File: src/design/timed_command_queue_assert.svh
// Assertion macros used by the timed command queue back end.
`ifndef TIMED_COMMAND_QUEUE_ASSERT_SVH
`define TIMED_COMMAND_QUEUE_ASSERT_SVH

// Implication checked on every clock edge outside reset.
`define TCQ_ASSERT_IMP(lbl, clk, rst_n, ante, cons) \
    lbl: assert property (@(posedge clk) disable iff (!rst_n) (ante) |-> (cons)) \
        else $error("assertion failed");

// Next-cycle implication checked outside reset.
`define TCQ_ASSERT_NEXT(lbl, clk, rst_n, ante, cons) \
    lbl: assert property (@(posedge clk) disable iff (!rst_n) (ante) |=> (cons)) \
        else $error("assertion failed");

`endif

File: src/design/tcq_pkg.sv
`default_nettype none
package tcq_pkg;
    localparam int QUEUE_DEPTH_DEF = 16;
    localparam int COMMAND_KINDS_DEF = 256;
    localparam int TIME_FRAC_BITS_DEF = 16;
    localparam int TIME_W = 32;
    localparam int CMD_W = 8;
    localparam int PAY_W = 32;

    typedef enum logic [1:0] {
        OP_ADD = 2'd0, OP_FLUSH = 2'd1, OP_ADVANCE = 2'd2, OP_SET = 2'd3
    } t_op;

    typedef enum logic [1:0] {
        ST_ACK = 2'd0, ST_FULL = 2'd1, ST_DISPATCH = 2'd2, ST_NONE = 2'd3
    } t_status;

    // classified request handed from front to back
    typedef struct packed {
        t_op               op;
        logic [TIME_W-1:0] tval;
        logic [CMD_W-1:0]  cmd;
        logic [PAY_W-1:0]  pay;
    } t_req;

    typedef struct packed {
        t_status           status;
        logic [CMD_W-1:0]  cmd;
        logic [PAY_W-1:0]  pay;
        logic [TIME_W-1:0] due;
        logic              last;
    } t_rsp;

    function automatic logic [TIME_W-1:0] sat_add(input logic [TIME_W-1:0] a,
                                                  input logic [TIME_W-1:0] b);
        logic [TIME_W:0] s;
        s = {a[TIME_W-1], a} + {b[TIME_W-1], b};
        if (s[TIME_W] != s[TIME_W-1])
            return s[TIME_W] ? {1'b1, {(TIME_W-1){1'b0}}} : {1'b0, {(TIME_W-1){1'b1}}};
        return s[TIME_W-1:0];
    endfunction

    // a + diff where diff is 33-bit exact
    function automatic logic [TIME_W-1:0] sat_add33(input logic [TIME_W-1:0] a,
                                                    input logic [TIME_W:0] d);
        logic [TIME_W+1:0] s;
        s = {{2{a[TIME_W-1]}}, a} + {d[TIME_W], d};
        if (s[TIME_W+1] != s[TIME_W-1] || s[TIME_W] != s[TIME_W-1])
            return s[TIME_W+1] ? {1'b1, {(TIME_W-1){1'b0}}} : {1'b0, {(TIME_W-1){1'b1}}};
        return s[TIME_W-1:0];
    endfunction
endpackage
`default_nettype wire

File: src/design/tcq_if.sv
`default_nettype none
interface tcq_req_if;
    logic        valid;
    logic        ready;
    logic [1:0]  operation;
    logic [31:0] time_value;
    logic [7:0]  command_code;
    logic [31:0] payload;
    modport source (output valid, operation, time_value, command_code, payload, input ready);
    modport sink (input valid, operation, time_value, command_code, payload, output ready);
endinterface

`default_nettype wire

File: src/design/tcq_front.sv
`default_nettype none
// Accept requests into a two-entry queue.
module tcq_front (
    input  wire             i_clk,
    input  wire             i_rst_n,
    tcq_req_if.sink         req,
    input  wire             i_pop,
    output tcq_pkg::t_req   o_req,
    output logic            o_valid
);
    import tcq_pkg::*;
    t_req       r_q [2];
    logic [1:0] r_cnt;
    logic       r_rd;
    logic       push;

    assign req.ready = (r_cnt != 2'd2);
    assign push      = req.valid && req.ready;
    assign o_valid   = (r_cnt != 2'd0);
    assign o_req     = r_q[r_rd];

    always_ff @(posedge i_clk) begin
        if (push)
            r_q[r_rd ^ r_cnt[0]] <= '{op: t_op'(req.operation), tval: req.time_value,
                                      cmd: req.command_code, pay: req.payload};
        if (!i_rst_n) begin
            r_cnt <= '0;
            r_rd  <= 1'b0;
        end else begin
            if (i_pop && o_valid)
                r_rd <= ~r_rd;
            r_cnt <= r_cnt + {1'b0, push} - {1'b0, i_pop && o_valid};
        end
    end
endmodule
`default_nettype wire

File: src/flat_wrapper.sv
// flat-port wrapper written by rule: the top's interface ports become plain ports
module tcq_front_flat import tcq_pkg::*;
  (i_clk, i_rst_n, i_pop, o_req, o_valid, req_valid, req_operation, req_time_value, req_command_code, req_payload, req_ready);
  tcq_req_if req_i ();
  input  wire i_clk;
  input  wire i_rst_n;
  input  wire i_pop;
  output tcq_pkg::t_req o_req;
  output logic o_valid;
  input wire logic [$bits(req_i.valid)-1:0] req_valid;
  input wire logic [$bits(req_i.operation)-1:0] req_operation;
  input wire logic [$bits(req_i.time_value)-1:0] req_time_value;
  input wire logic [$bits(req_i.command_code)-1:0] req_command_code;
  input wire logic [$bits(req_i.payload)-1:0] req_payload;
  output wire logic [$bits(req_i.ready)-1:0] req_ready;
  assign req_i.valid = req_valid;
  assign req_i.operation = req_operation;
  assign req_i.time_value = req_time_value;
  assign req_i.command_code = req_command_code;
  assign req_i.payload = req_payload;
  assign req_ready = req_i.ready;
  tcq_front u_core (.i_clk(i_clk), .i_rst_n(i_rst_n), .req(req_i), .i_pop(i_pop), .o_req(o_req), .o_valid(o_valid));
endmodule
File: config.mk
export PLATFORM = sky130hd
export DESIGN_NAME = tcq_front_flat
export DESIGN_NICKNAME = d
export VERILOG_FILES = /design/src/design/timed_command_queue_assert.svh /design/src/design/tcq_pkg.sv /design/src/design/tcq_if.sv /design/src/design/tcq_front.sv /design/src/flat_wrapper.sv
export SDC_FILE = /design/constraint.sdc
export NUM_CORES = 1
export LEC_CHECK = 0
export BUFFER_PORTS_ARGS = -buffer_cell sky130_fd_sc_hd__buf_2
export CAP_MARGIN = 20
export CORE_MARGIN = 2
export CORE_UTILIZATION = 52
export CTS_CLUSTER_DIAMETER = 120
export CTS_CLUSTER_SIZE = 30
export DETAILED_ROUTE_END_ITERATION = 16
export PLACE_DENSITY = 0.75
export SLEW_MARGIN = 20
export SYNTH_ARGS = -nofsm -noshare
export SYNTH_HDL_FRONTEND = slang
export SYNTH_SLANG_ARGS = --single-unit
File: constraint.sdc
create_clock -name i_clk -period 7.7 [get_ports i_clk]
set_input_delay 0.385 -clock i_clk [delete_from_list [all_inputs] [get_ports i_clk]]
set_output_delay 0.385 -clock i_clk [all_outputs]
set_load 0.01 [all_outputs]
==> impl_metrics.yaml <==
outcome:
  status: "completed"
final_layout:
  fin_cells: 574
  layout.nets: 501
  area_delta_synth_final_pct: 24.8
  drive_gt1_share_pct: 60.4
  antennaDiodeCount: 0
  utilization_pct: 66.8
  final_area_um2: 7280
timing:
  finalSetupViolCount: 0
  rsz0062_at_grt: "no"
  worst_slack_ps: 4800
  period_minus_slack_ps: 2900
  hold_ws_ps: 52.8
  slew_viol_final: 0
  fmaxAchievable_mhz: 345
  fin_skew_ps: 7.35
  timing.slew.headroom_pct: 29.4
  period_share_pct: 37.7
  tightest_slew_ps: 1060
  fin_tns_setup_ps: 0
  final_hold_viol_count: 0
hold_path:
  hold_class: "in2reg"
cts:
  clock_path_buffers: 2
  path_clk_slew_ps: 60
  cts_setup_buffers: 0
  cts_tree: "built"
  h-tree-depth: 4
  cts_buffers: 17
  cts_resized: 0
  clk_latency_ps: 520
  clk_root_buffer_cell: "clkbuf_8"
  postCtsHoldBufs: 0
  cts.sinks: 152
routing:
  met2WireLength_um: 4880
  top_layer: "met5"
  firstDrtPassIters: 4
  drt-total-wl_um: 9500
  first_iter_violations: 88
  wl_met1_um: 3710
  routed_via_density: 4.94
  postRouteAntennaNets: 0
  met3_length_um: 779
  wire_per_inst_um: 16.6
  remaining_drc_errors: 0
  vias: 2838
pwr:
  finalPower_mw: 2.74
  p_per_area_nw_per_um2: 376
  p_leak_nw: 2.86
  max-vdd-ir-drop_v: 0.000274
synthesis:
  netlist_area_um2: 5830
  synthCells: 255
  ys_seq_area_share_pct: 77.6
  synth_cell_types: 21
  syn_nets: 335
  synth.avg_cell_area_um2: 22.9
  ys_seq_elements: 152
  synth_warnings: 0
setup_path:
  ff2ff_setup_slack_ps: 5330
  crit_path_end_kind: "output port"
  cp_max_fo: 45
  arrival_ps: 2510
  cp-start-kind: "register"
  critical_path_class: "reg2out"
  required_ps: 7320
placement:
  portBuffers: 153
  dpl.hpwl_um: 6150
  dp_slack_ps: 5300
  dp_cells: 542
  place.gp.congestion: 0.682
  place_area_um2: 6730
global_route:
  globalRouteOverflowTotal: 0
  antenna_found_initial: 1
  grt_pass1_vias: 2867
  grt_start_max_net_pins: 75
  grt_pass1_wl_um: 13900
  grtUsageTotal_pct: 16.2
die:
  die_h_um: 110
  core_um2: 10900
  die_area_um2: 12100
  die_x_um: 110
  initial_core_util_pct: 53.6
  rows: 38
  io_pins: 154
job:
  drv_cap: 0
==> worst paths after layout <==
check,to,depth (start not counted),from
worst min-delay path,u_core.r_q[1][72]$_DFFE_PP_,1,req_operation[0]
worst min register to register,register,2,u_core.r_rd$_SDFFE_PN0P_
worst max register to register,u_core.r_q[0][69]$_DFFE_PP_,3,u_core.r_cnt[0]$_SDFF_PN0_
worst max-delay path,o_req[10],3,register
==> power breakdown <==
group | switching [mW] | internal (mW) | total [mW]
sequential | 0.0787 | 1.16 | 1.24
clock | 0.301 | 0.454 | 0.756
combinational | 0.360 | 0.385 | 0.745
total | 0.740 | 2.00 | 2.74
==> final cells by class <==
type                    count  area, um^2
clock inverters            15         135
multi-input cells          93        1240
fillers                   769        3610
repair buffers            155         781
inverters                   2        7.51
well taps                 140         175
flip-flops and latches    152        4530
clock buffers              17         414
==> registers in the layout, summed over array words and instances (netlist names), named ones only <==
register	count
u_core.r_cnt	2
u_core.r_rd	1
u_core.r_q	148
==> critical path: stages, from the launching register on <==
cell and delay [ps]:
dfxtp_4 680, buf_4 720, mux2_2 400, buf_2 140
==> routing by layer <==
| layer | track usage, % | vias up |
|---|---|---|
| met3 | 7.17 | 13 |
| met2 | 26.4 | 116 |
| met1 | 18.8 | 1362 |
| li1 | - | 1345 |
| met5 | 0 | - |
| met4 | 6.24 | 2 |
==> cell usage after synthesis (all sizes together) <==
library cell | instances | area, um^2
edfxtp | 148 | 4440
a21boi | 1 | 7.51
or3 | 1 | 6.26
ha | 2 | 25.0
and2 | 2 | 12.5
xnor3 | 1 | 22.5
inv | 2 | 7.51
nand2 | 2 | 7.51
o21a | 2 | 15.0
mux2i | 2 | 20.0
nor2b | 2 | 15.0
or2 | 1 | 6.26
or2b | 1 | 7.51
nand2b | 1 | 6.26
nor3b | 1 | 7.51
mux2 | 74 | 1060
buf | 8 | 83.8
dfxtp | 4 | 80.1
==> layout by cell type, fill, tap and decap left out, drive strengths merged, types with 2 or more instances in the layout <==
| cell type | count |
|---|---|
| clkbuf | 17 |
| inv | 3 |
| nand2 | 2 |
| bufinv | 2 |
| mux2i | 2 |
| buf | 155 |
| clkinv | 9 |
| ha | 2 |
| nor2b | 2 |
| mux2 | 74 |
| clkinvlp | 3 |
| dfxtp | 4 |
| and2 | 2 |
| edfxtp | 148 |
| o21a | 2 |
==> cell families (layout without fill, tap and decap cells) <==
group | after synthesis | after routing | share of synthesized area (%)
DFF | 152 | 152 | 77.6
muxes | 76 | 76 | 18.5
and+or+nand+nor | 11 | 11 | 1.18
buffers and inverters | 10 | 189 | 1.57
AOI/OAI and AO/OA | 3 | 3 | 0.386
adders and majority gates | 2 | 2 | 0.429
xor gates and xnor gates | 1 | 1 | 0.386
Power figures use the tool's default switching activity.
